$ cat src/rtl/core/cgs_pkg.sv
// Shared types, constants and helper functions for the cell grid store.
// Used by the controller, the datapath and the top level; depends on nothing.
`default_nettype none

package cgs_pkg;

   localparam int MAX_WIDTH_DEF = 64;
   localparam int MAX_DEPTH_DEF = 64;
   localparam int CELL_BITS_DEF = 4;

   localparam int CODE_W     = 4;
   localparam int GEO_W      = 7;
   localparam int COORD_W    = 8;
   localparam int MODE_W     = 3;
   localparam int REG_IDX_W  = 3;
   localparam int CSR_DATA_W = 7;
   localparam int PT_W       = 9;
   localparam int PROD_W     = 17;
   localparam int IDX_W      = 18;
   localparam int SIZE_W     = 14;
   localparam int NBR_W      = 3;
   localparam int REQ_DATA_W = 40;
   localparam int RSP_DATA_W = 16;

   localparam logic [CODE_W-1:0] CARD_BORDER = 4'd5;
   localparam logic [CODE_W-1:0] ALL_BORDER  = 4'd9;
   localparam logic [CODE_W-1:0] FLOOR_RST   = 4'd1;
   localparam logic [CODE_W-1:0] EMPTY_RST   = 4'd0;
   localparam logic [CODE_W-1:0] INVALID_RST = 4'd15;

   localparam logic [REG_IDX_W-1:0] REG_WIDTH   = 3'd0;
   localparam logic [REG_IDX_W-1:0] REG_DEPTH   = 3'd1;
   localparam logic [REG_IDX_W-1:0] REG_FLOOR   = 3'd2;
   localparam logic [REG_IDX_W-1:0] REG_EMPTY   = 3'd3;
   localparam logic [REG_IDX_W-1:0] REG_INVALID = 3'd4;

   localparam logic [NBR_W-1:0] NBR_CARD_FIRST = 3'd0;
   localparam logic [NBR_W-1:0] NBR_CARD_LAST  = 3'd3;
   localparam logic [NBR_W-1:0] NBR_DIAG_FIRST = 3'd4;
   localparam logic [NBR_W-1:0] NBR_DIAG_LAST  = 3'd7;

   typedef enum logic [MODE_W-1:0] {
      MODE_WRITE = 3'd0,
      MODE_READ  = 3'd1,
      MODE_FILL  = 3'd2,
      MODE_CARD  = 3'd3,
      MODE_DIAG  = 3'd4,
      MODE_ALL   = 3'd5,
      MODE_CLEAR = 3'd6
   } mode_type;

   typedef enum logic [2:0] {
      PT_CENTER     = 3'd0,
      PT_NBR        = 3'd1,
      PT_CORNER2    = 3'd2,
      PT_FILL_START = 3'd3,
      PT_FILL_NEXT  = 3'd4
   } pt_sel_type;

   typedef logic [NBR_W-1:0] nbr_type;

   typedef struct packed {
      logic       load_item;
      logic       pt_load;
      pt_sel_type pt_sel;
      nbr_type    nbr;
      logic       mem_write;
      logic       mem_read;
      logic       ok_hit;
      logic       ok_and;
      logic       read_cap;
      logic       count_acc;
      logic       sweep_write;
      logic       sweep_zero;
      logic       res_load;
   } cmd_type;

   typedef struct packed {
      mode_type mode;
      logic     border;
      logic     hit;
      logic     rect_empty;
      logic     fill_last;
      logic     sweep_last;
      logic     out_free;
   } status_type;

   // Neighbors 0 to 3 are the cardinal ones, 4 to 7 the diagonal ones.
   function automatic logic signed [PT_W-1:0] nbr_dx(input nbr_type k);
      logic signed [PT_W-1:0] d;
      case (k)
         3'd0, 3'd4, 3'd6: d = -9'sd1;
         3'd1, 3'd5, 3'd7: d = 9'sd1;
         default:          d = 9'sd0;
      endcase
      return d;
   endfunction

   function automatic logic signed [PT_W-1:0] nbr_dy(input nbr_type k);
      logic signed [PT_W-1:0] d;
      case (k)
         3'd2, 3'd4, 3'd5: d = -9'sd1;
         3'd3, 3'd6, 3'd7: d = 9'sd1;
         default:          d = 9'sd0;
      endcase
      return d;
   endfunction

endpackage

`default_nettype wire

$ cat src/rtl/core/cgs_ctrl.sv
// Controller state machine of the cell grid store: sequences accesses,
// fills, sweeps and result hand-off. Depends on cgs_pkg.
`default_nettype none

module cgs_ctrl (
   input  wire logic                clock,
   input  wire logic                reset,
   input  wire logic                req_tvalid,
   output logic                     req_tready,
   input  wire cgs_pkg::status_type st,
   output cgs_pkg::cmd_type         cmd
);
   import cgs_pkg::*;

   typedef enum logic [9:0] {
      S_INIT   = 10'b0000000001,
      S_IDLE   = 10'b0000000010,
      S_DECODE = 10'b0000000100,
      S_PROD   = 10'b0000001000,
      S_ACC    = 10'b0000010000,
      S_DATA   = 10'b0000100000,
      S_FPROD  = 10'b0001000000,
      S_FACC   = 10'b0010000000,
      S_CLEAR  = 10'b0100000000,
      S_DONE   = 10'b1000000000
   } state_type;

   localparam nbr_type STEP_CORNER1 = 3'd0;
   localparam nbr_type STEP_CORNER2 = 3'd1;

   state_type state_ff, state_in;
   nbr_type   step_ff, step_in;
   nbr_type   nbr_first, nbr_last;

   assign nbr_first = (st.mode == MODE_DIAG) ? NBR_DIAG_FIRST : NBR_CARD_FIRST;
   assign nbr_last  = (st.mode == MODE_CARD) ? NBR_CARD_LAST : NBR_DIAG_LAST;

   always_comb begin
      state_in   = state_ff;
      step_in    = step_ff;
      cmd        = '0;
      req_tready = 1'b0;
      case (state_ff)
         S_INIT: begin
            cmd.sweep_write = 1'b1;
            cmd.sweep_zero  = 1'b1;
            if (st.sweep_last) begin
               state_in = S_IDLE;
            end
         end
         S_IDLE: begin
            req_tready = 1'b1;
            if (req_tvalid) begin
               cmd.load_item = 1'b1;
               state_in      = S_DECODE;
            end
         end
         S_DECODE: begin
            case (st.mode)
               MODE_WRITE, MODE_READ, MODE_FILL: begin
                  step_in     = STEP_CORNER1;
                  cmd.pt_load = 1'b1;
                  cmd.pt_sel  = PT_CENTER;
                  state_in    = S_PROD;
               end
               MODE_CARD, MODE_DIAG, MODE_ALL: begin
                  if (st.border) begin
                     state_in = S_DONE;
                  end else begin
                     step_in     = nbr_first;
                     cmd.pt_load = 1'b1;
                     cmd.pt_sel  = PT_NBR;
                     cmd.nbr     = nbr_first;
                     state_in    = S_PROD;
                  end
               end
               MODE_CLEAR: begin
                  state_in = S_CLEAR;
               end
               default: begin
                  state_in = S_DONE;
               end
            endcase
         end
         S_PROD: begin
            state_in = S_ACC;
         end
         S_ACC: begin
            case (st.mode)
               MODE_WRITE: begin
                  cmd.mem_write = 1'b1;
                  cmd.ok_hit    = 1'b1;
                  state_in      = S_DONE;
               end
               MODE_READ: begin
                  cmd.mem_read = 1'b1;
                  cmd.ok_hit   = 1'b1;
                  state_in     = S_DATA;
               end
               MODE_FILL: begin
                  cmd.ok_hit = 1'b1;
                  if (!st.hit) begin
                     state_in = S_DONE;
                  end else if (step_ff == STEP_CORNER1) begin
                     step_in     = STEP_CORNER2;
                     cmd.pt_load = 1'b1;
                     cmd.pt_sel  = PT_CORNER2;
                     state_in    = S_PROD;
                  end else if (st.rect_empty) begin
                     state_in = S_DONE;
                  end else begin
                     cmd.pt_load = 1'b1;
                     cmd.pt_sel  = PT_FILL_START;
                     state_in    = S_FPROD;
                  end
               end
               MODE_CARD, MODE_DIAG, MODE_ALL: begin
                  cmd.mem_read = 1'b1;
                  state_in     = S_DATA;
               end
               default: begin
                  state_in = S_DONE;
               end
            endcase
         end
         S_DATA: begin
            case (st.mode)
               MODE_READ: begin
                  cmd.read_cap = 1'b1;
                  state_in     = S_DONE;
               end
               MODE_CARD, MODE_DIAG, MODE_ALL: begin
                  cmd.count_acc = 1'b1;
                  if (step_ff == nbr_last) begin
                     state_in = S_DONE;
                  end else begin
                     step_in     = step_ff + 3'd1;
                     cmd.pt_load = 1'b1;
                     cmd.pt_sel  = PT_NBR;
                     cmd.nbr     = step_ff + 3'd1;
                     state_in    = S_PROD;
                  end
               end
               default: begin
                  state_in = S_DONE;
               end
            endcase
         end
         S_FPROD: begin
            state_in = S_FACC;
         end
         S_FACC: begin
            cmd.mem_write = 1'b1;
            cmd.ok_and    = 1'b1;
            if (st.fill_last) begin
               state_in = S_DONE;
            end else begin
               cmd.pt_load = 1'b1;
               cmd.pt_sel  = PT_FILL_NEXT;
               state_in    = S_FPROD;
            end
         end
         S_CLEAR: begin
            cmd.sweep_write = 1'b1;
            if (st.sweep_last) begin
               state_in = S_DONE;
            end
         end
         S_DONE: begin
            if (st.out_free) begin
               cmd.res_load = 1'b1;
               state_in     = S_IDLE;
            end
         end
         default: begin
            state_in = S_INIT;
         end
      endcase
   end

   always_ff @(posedge clock) begin
      if (reset) begin
         state_ff <= S_INIT;
         step_ff  <= '0;
      end else begin
         state_ff <= state_in;
         step_ff  <= step_in;
      end
   end

`ifndef SYNTH
   a_acc_after_prod: assert property (@(posedge clock) disable iff (reset)
      state_ff == S_ACC |-> $past(state_ff) == S_PROD)
      else $error("access phase entered without a product cycle");

   a_facc_after_fprod: assert property (@(posedge clock) disable iff (reset)
      state_ff == S_FACC |-> $past(state_ff) == S_FPROD)
      else $error("fill write entered without a product cycle");

   a_data_after_read: assert property (@(posedge clock) disable iff (reset)
      state_ff == S_DATA |-> $past(cmd.mem_read))
      else $error("data phase without a preceding memory read");
`endif

endmodule

`default_nettype wire

$ cat config.mk
export PLATFORM = sky130hd
export DESIGN_NAME = cgs_ctrl
export DESIGN_NICKNAME = d
export VERILOG_FILES = /design/src/rtl/core/cgs_pkg.sv /design/src/rtl/core/cgs_ctrl.sv
export SDC_FILE = /design/constraint.sdc
export NUM_CORES = 1
export LEC_CHECK = 0
export BUFFER_PORTS_ARGS = -buffer_cell sky130_fd_sc_hd__buf_2
export CAP_MARGIN = 20
export CORE_AREA = 2 2 72 74
export CTS_CLUSTER_SIZE = 14
export DETAILED_ROUTE_END_ITERATION = 8
export DIE_AREA = 0 0 74 76
export GPL_ROUTABILITY_DRIVEN = 0
export PLACE_DENSITY = 0.52
export SETUP_SLACK_MARGIN = 0.2
export SKIP_CTS_REPAIR_TIMING = 1
export SLEW_MARGIN = 5
export SYNTH_ARGS = -nofsm -noshare
export SYNTH_HDL_FRONTEND = slang
export SYNTH_SLANG_ARGS = --single-unit
$ cat constraint.sdc
create_clock -name clock -period 2.55 [get_ports clock]
set_input_delay 0.3825 -clock clock [delete_from_list [all_inputs] [get_ports clock]]
set_output_delay 0.3825 -clock clock [all_outputs]
set_load 0.01 [all_outputs]
==> results of run 1 <==
[routing by layer]
metal | track usage | wire length, µm | up-vias | part of all wire
met5 | 0 | 0 | - | 0
met4 | 0.0364 | 43 | 0 | 0.013
met3 | 0.0344 | 129 | 4 | 0.038
met2 | 0.196 | 1690 | 21 | 0.50
met1 | 0.160 | 1530 | 580 | 0.45
li1 | - | - | 651 | -
[power groups by stage]
stage / Combinational (mW) / Sequential [mW] / Clock, mW
6_report: 0.458 / 0.241 / 0.188
5_1_grt: 0.512 / 0.245 / 0.205
4_1_cts: 0.380 / 0.239 / 0.195
3_5_place_dp: 0.377 / 0.243 / 0
3_3_place_gp: 0.381 / 0.245 / 0
2_1_floorplan: 0.268 / 0.231 / 0
[stage by stage]
step	TNS (ns)	cells	utilization
2_1_floorplan	0	157	-
3_3_place_gp	0	257	0.291
3_5_place_dp	0	257	0.291
4_1_cts	-0.277	261	0.300
5_1_grt	-0.0232	267	0.324
6_report	0	267	0.324
[Yosys cell counts (2+ instances only)]
master    instances  area (µm²)
xnor2_1           3        26.3
nor4_1            3        18.8
nor4b_1           2        17.5
o21ai_0           9        45.0
or4_1             3        22.5
dfxtp_1          13         260
clkbuf_1          5        18.8
nand4_1           2        12.5
nand3_1           5        25.0
o311ai_0          2        17.5
nand2b_1          8        50.1
ha_1              2        25.0
buf_1             2        7.51
nand2_1          12        45.0
and2_1            3        18.8
nor3_1            8        40.0
nor2_1           16        60.1
inv_1             7        26.3
xor2_1            3        26.3
o21a_1            2        15.0
a21oi_1          15        75.1
nor3b_1           5        37.5
and3_1            2        12.5
[logic make-up after synthesis]
logic type	Yosys count	share of synthesized area
and+or+nand+nor	81	0.416
AOI/OAI and AO/OA	39	0.234
buffers and inverters	16	0.0591
DFF	13	0.224
xor gates and xnor gates	6	0.0452
adders and majority gates	2	0.0215
[state kept, by name, summed over array words and instances (netlist names)]
signal    cells
state_ff     10
step_ff       3
[worst max-delay path by stage]
stage                           start  endpoint  slack [ns]  cells past startpoint
after floorplan           state_ff[3]   cmd[15]        0.21                      5
after global placement    state_ff[3]   cmd[15]        0.16                      7
after detailed placement  state_ff[3]   cmd[15]        0.14                      7
after CTS                 state_ff[3]   cmd[15]       -0.15                      7
after global routing      state_ff[0]   cmd[12]       -0.02                      6
final                     state_ff[2]   cmd[12]        0.05                      6
[final cells by class]
type	instances	area [µm²]
flip-flops and latches	13	268
inverters	7	26.3
well taps	70	87.6
fillers	548	3320
repair buffers	45	265
clock buffers	4	45.0
multi-input cells	128	900
[critical path: cells and delay by family, from the launching register on]
family                 cells  cell delay, ns
flip-flops                 1            0.33
buffers and inverters      1            0.12
AND/OR/NAND/NOR            5            1.42
==> flow_summary.ini, run 1 <==
[layout]
drive_above_1_share = 0.371
area_delta_synth_final_pct = 36.8
finalNetCount = 212
final_cell_mix = buf_2 (29), buf_4 (16), a21oi_1 (14)
final_cell_area_um2 = 1590
layout_commonest_cell = buf_2
antenna_cells = 0

[hold_path]
whs_path_depth = 3
worstHoldStart = req_tvalid
whs_endpoint = state_ff[1]
hold_class = primary input to register

[logic_synthesis]
ys_ff_latch = 13
synth_area_um2 = 1160
ys_seq_area_frac = 0.224
synth_cells = 157
synth_fp_nets = 171
synth_warnings = 0
synth_edf_count = 0
synth_ff_type = dfxtp_1
async_reset_ff_frac = 0
yosys.cell_types.count = 48
syn_area_per_cell_um2 = 7.41

[critical_path]
r2r-start = state_ff[2]
critPathRequiredTime_ns = 2.17
end_kind = output port
slowest_stage = or4_4
max_stage_delay_ns = 0.43
r2r_cells = 7
crit_arrival_ns = 2.12
critPathMaxFanout = 3
path_class = register to output port
timing.rr.end = step_ff[0]
r2r_slack_ns = 0.44
crit_chain = nor4_4, nand4b_2, or4_4, or3b_4, nand2_1, buf_2
critPathLaunchType = register

[floorplan]
dieHeight_um = 76
dieWidth_um = 74
dieArea_um2 = 5620
start_util = 0.237
core_area_um2 = 4910
rows = 26
io_pins = 30

[pwr]
p_switching_mw = 0.343
clkPwrFrac = 0.212
power_mw = 0.887
sw_frac_of_total = 0.387
powerDensity_nw_per_um2 = 558
power.internal_mw = 0.544
p_leak_nw = 0.689
vdd.ir_drop.worst_uv = 253
p_seq_frac = 0.272
p_comb_frac = 0.517

[grt]
grt_antenna_before_repair = 0
grt_usage = 0.123
grt_max_degree = 14
grt_pass1_wl_um = 5570
grt-ovfl-total = 0
grt_pass1_vias = 1219

[timing]
setup_ws_ns = 0.0518
worst_pin_slew_ns = 0.410
clock_skew_ns = 0.00483
rsz0062_at_grt = true
maxSlewViolCount = 0
hold_ws_ns = 0.427
setup_violations = 0
period_share = 0.980
period_needed_ns = 2.50
slew_headroom = 0.724
fmax_mhz = 400
hold_viol = 0

[clock_tree]
cts.sinks = 13
cts_buffers = 3
clk_latency_ns = 0.24
cts_max_level = 1
cts_tree = built
path_clk_slew_ns = 0.06
root_buffer = clkbuf_8
clockBufferDepth = 2

[run]
maxCapViolCount = 0

[drt]
vias = 1256
routed_via_density = 4.70
drc = 0
ant_nets = 0
wire_per_inst_um = 12.7
first_iter_violations = 88
drtPass1Iterations = 4
totalWireLength_um = 3390

[placed_design]
place_ws_ns = 0.144
numPortBuffers = 29
place_area_um2 = 1430
dpl.hpwl_um = 2580

[status]
status = completed
(Power assumes the default switching activity.)
==> run 2, diff against run 1 <==
CORE_AREA = 2 2 51 53   (was 2 2 72 74)
DIE_AREA = 0 0 53 55   (was 0 0 74 76)
PLACE_DENSITY = 0.84   (was 0.52)
==> run 2 against run 1 <==
  * The run now ends with negative setup slack left
  * Worst setup slack worse by 0.056 ns
  * Clock power is 29% lower
  * Die area is 48% lower
  * Final cell count is 17% lower
  * Flip-flop and latch count stayed put
==> flow_summary.ini, run 2 (synthesis results as in run 1) <==
[clock_tree]
path_clk_slew_ns = 0.08
cts_max_level = 1
root_buffer = clkbuf_4
cts_buffers = 3
cts_tree = built
clockBufferDepth = 2
clk_latency_ns = 0.29
cts.sinks = 13

[drt]
totalWireLength_um = 3240
routed_via_density = 6.05
vias = 1343
drtPass1Iterations = 4
ant_nets = 0
wire_per_inst_um = 14.6
first_iter_violations = 45
drc = 0

[timing]
slew_headroom = 0.691
clock_skew_ns = 0.00846
setup_ws_ns = -0.00403
rsz0062_at_grt = true
fmax_mhz = 392
maxSlewViolCount = 0
setup_violations = 1
hold_ws_ns = 0.385
period_share = 1.00
period_needed_ns = 2.55
fin_tns_setup_ns = -0.00403
worst_pin_slew_ns = 0.459
hold_viol = 0

[critical_path]
end_kind = output port
r2r-start = state_ff[3]
crit_arrival_ns = 2.17
r2r_cells = 7
critPathRequiredTime_ns = 2.17
r2r_slack_ns = 0.42
timing.rr.end = step_ff[0]
critPathMaxFanout = 3
path_class = register to output port
critPathLaunchType = register

[placed_design]
numPortBuffers = 29
placed_cells = 215
place_area_um2 = 1360
dpl.hpwl_um = 2420
place_ws_ns = 0.210

[layout]
final_util = 0.628
finalNetCount = 207
antenna_cells = 0
drive_above_1_share = 0.344
final_cell_mix = buf_2 (29), a21oi_1 (14), nor2_1 (12)
top_register = state_ff
area_delta_synth_final_pct = 27.5
largest_register_ffs = 10
largestRegisters = state_ff x10, step_ff x3
fillers = 210
finalNonFillerCells = 222
final_cell_area_um2 = 1480
layout_commonest_cell = buf_2

[hold_path]
hold_class = primary input to register
worstHoldStart = reset
whs_endpoint = state_ff[6]
whs_path_depth = 2

[pwr]
p_leak_nw = 0.657
vdd.ir_drop.worst_uv = 323
power_mw = 0.787
powerDensity_nw_per_um2 = 530

[floorplan]
rows = 18
dieHeight_um = 55
core_area_um2 = 2360
dieArea_um2 = 2920
dieWidth_um = 53
start_util = 0.492
io_pins = 30

[grt]
grt_pass1_wl_um = 5010
grt_antenna_before_repair = 0
grt_pass1_vias = 1186
grt_usage = 0.235
grt_max_degree = 14
grt-ovfl-total = 0

[status]
status = complete, but fails checks
failed_checks = negative setup slack

[run]
maxCapViolCount = 0
[run 2: worst max path at each step]
stage	startpoint	to	slack, ns	depth (start not counted)
final	state_ff[3]	cmd[12]	-0.004	6
after global routing	state_ff[3]	cmd[15]	-0.1	7
after CTS	state_ff[3]	cmd[15]	-0.12	7
after detailed placement	state_ff[3]	cmd[15]	0.21	7
after floorplan	state_ff[3]	cmd[15]	0.21	5
after global placement	state_ff[3]	cmd[15]	0.23	7
[run 2: cell type report]
class | instances | area, µm² | share of cell area
multi-input combinational | 128 | 900 | 0.606
sequential | 13 | 267 | 0.180
timing repair buffer | 40 | 228 | 0.153
tap | 30 | 37.5 | 0.0253
clock buffer | 4 | 26.3 | 0.0177
inverter | 7 | 26.3 | 0.0177
[run 2: report_power, final]
part	internal (mW)	switching [mW]
sequential	0.219	0.0329
combinational	0.176	0.226
clock	0.0609	0.0721
[run 2: metal layers]
layer	vias to the layer above	track usage	wire length, µm
met2	48	0.419	1630
met5	-	0	0
met3	5	0.0484	171
met1	642	0.271	1390
li1	648	-	-
met4	0	0.107	46
[run 2: critical path, stage by stage (launching register included)]
cell and delay, ns:
dfxtp_4 0.36, nor4_4 0.35, nand4b_2 0.15, or4_4 0.43, or3b_4 0.41, nand2_1 0.07
buf_2 0.12
==> run 3, diff against run 2 <==
CORE_AREA = 2 2 53 55   (was 2 2 51 53)
DIE_AREA = 0 0 55 57   (was 0 0 53 55)
GPL_TIMING_DRIVEN = 0   (was not set)
PLACE_DENSITY = 0.82   (was 0.84)
clock period = 2.15 ns   (was 2.55 ns; I/O delays follow)
==> run 3 against run 2 <==
  * The run still ends with negative setup slack left
  * Die area rose by 7.5%
  * Sequential power rose by 10%
  * Wire length increased by 10%
  * Clock power up 16%
  * Design area is 18% higher
  * Non-clock buffer count increased by 15
  * Final cell count grew 7.2%
  * Critical path type unchanged
  * Clock skew is 0.0045 ns lower
==> flow_summary.ini, run 3 (synthesis results as in run 1) <==
[status]
status = complete, but fails checks
failed_checks = negative setup slack

[clock_tree]
root_buffer = clkbuf_4
path_clk_slew_ns = 0.09
cts_max_level = 1
cts_tree = built
clockBufferDepth = 2
cts.sinks = 13
cts_buffers = 3
clk_latency_ns = 0.27

[drt]
wire_per_inst_um = 15.0
routed_via_density = 5.85
drc = 0
vias = 1393
first_iter_violations = 33
ant_nets = 0
totalWireLength_um = 3570
drtPass1Iterations = 4

[floorplan]
start_util = 0.445
dieArea_um2 = 3140
rows = 19
dieWidth_um = 55
core_area_um2 = 2620
dieHeight_um = 57
io_pins = 30

[critical_path]
crit_arrival_ns = 2.29
path_class = register to output port
slowest_stage = or4_4
critPathRequiredTime_ns = 1.83
crit_chain = buf_6, nor4_4, buf_4, nand4b_4, or4_4, or3b_4, nand2_2, buf_6
critPathLaunchType = register
cpMostUsedCell = buf_6
end_kind = output port
critPathMaxFanout = 7
max_stage_delay_ns = 0.44

[layout]
largestRegisters = state_ff x10, step_ff x3
top_register = state_ff
final-seq-area_um2 = 274
largest_register_ffs = 10
drive_above_1_share = 0.464
multi_input_area_um2 = 1020
final_cell_mix = buf_2 (25), buf_4 (18), a21oi_1 (14)
area_delta_synth_final_pct = 50.1
finalNetCount = 222
fillers = 231
antenna_cells = 0
layout_commonest_cell = buf_2

[timing]
period_needed_ns = 2.61
rsz0062_at_grt = true
maxSlewViolCount = 0
worst_pin_slew_ns = 0.566
clock_skew_ns = 0.00400
slew_headroom = 0.622
fmax_mhz = 383
period_share = 1.22
hold_viol = 0
setup_ws_ns = -0.464
hold_ws_ns = 0.343
setup_violations = 10

[grt]
grt_max_degree = 11
grt_antenna_before_repair = 0
grt_pass1_wl_um = 4640
grt_pass1_vias = 1040
grt_usage = 0.196
grt-ovfl-total = 0

[hold_path]
hold_class = primary input to register

[placed_design]
dpl.hpwl_um = 2250
numPortBuffers = 27

[pwr]
vdd.ir_drop.worst_uv = 422
power_mw = 1.06
p_leak_nw = 0.785
powerDensity_nw_per_um2 = 609

[run]
maxCapViolCount = 0
## run 3: layout make-up
cell class / instances / area share
multi-input combinational: 128 / 0.584
timing repair buffer: 46 / 0.170
sequential: 13 / 0.157
buffer: 9 / 0.0365
tap: 31 / 0.0222
clock buffer: 4 / 0.0150
inverter: 7 / 0.0150
## run 3: critical path, delay by kind of cell (launching register included)
kind | cells | cell delay [ns]
and+or+nand+nor | 5 | 1.29
buffers and inverters | 3 | 0.41
DFF | 1 | 0.32
## run 3: path summary, 6_finish.rpt
kind          startpoint     endpoint  slack (ns)  cells after the start
min                st[2]  state_ff[6]        0.34                      4
max reg2reg  state_ff[3]  state_ff[6]           0                      8
max          state_ff[3]      cmd[12]       -0.46                      8
min reg2reg   step_ff[1]   step_ff[1]        0.50                      2
## run 3: power by group
| group | leakage, nW | total [mW] | switching [mW] | internal [mW] |
|---|---|---|---|---|
| logic | 0.660 | 0.632 | 0.340 | 0.292 |
| registers | 0.109 | 0.278 | 0.0184 | 0.259 |
| clock network | 0.0150 | 0.154 | 0.0825 | 0.0718 |
## run 3: layer usage
metal	part of all wire	GRT usage	vias to the layer above
met5	0	0	-
li1	-	-	674
met3	0.055	0.0340	6
met1	0.41	0.285	659
met4	0.012	0.0418	0
met2	0.52	0.301	54
## run 3: stage by stage
step	area [µm²]	utilization	worst slack, ns	TNS (ns)	cells
after floorplan	1190	-	-0.0441	-0.0560	157
after global placement	1370	0.522	-0.271	-0.695	215
after detailed placement	1370	0.522	-0.299	-0.952	215
after CTS	1390	0.532	-0.601	-3.76	219
after global routing	1750	0.668	-0.538	-3.71	238
final	1750	0.668	-0.464	-2.35	238
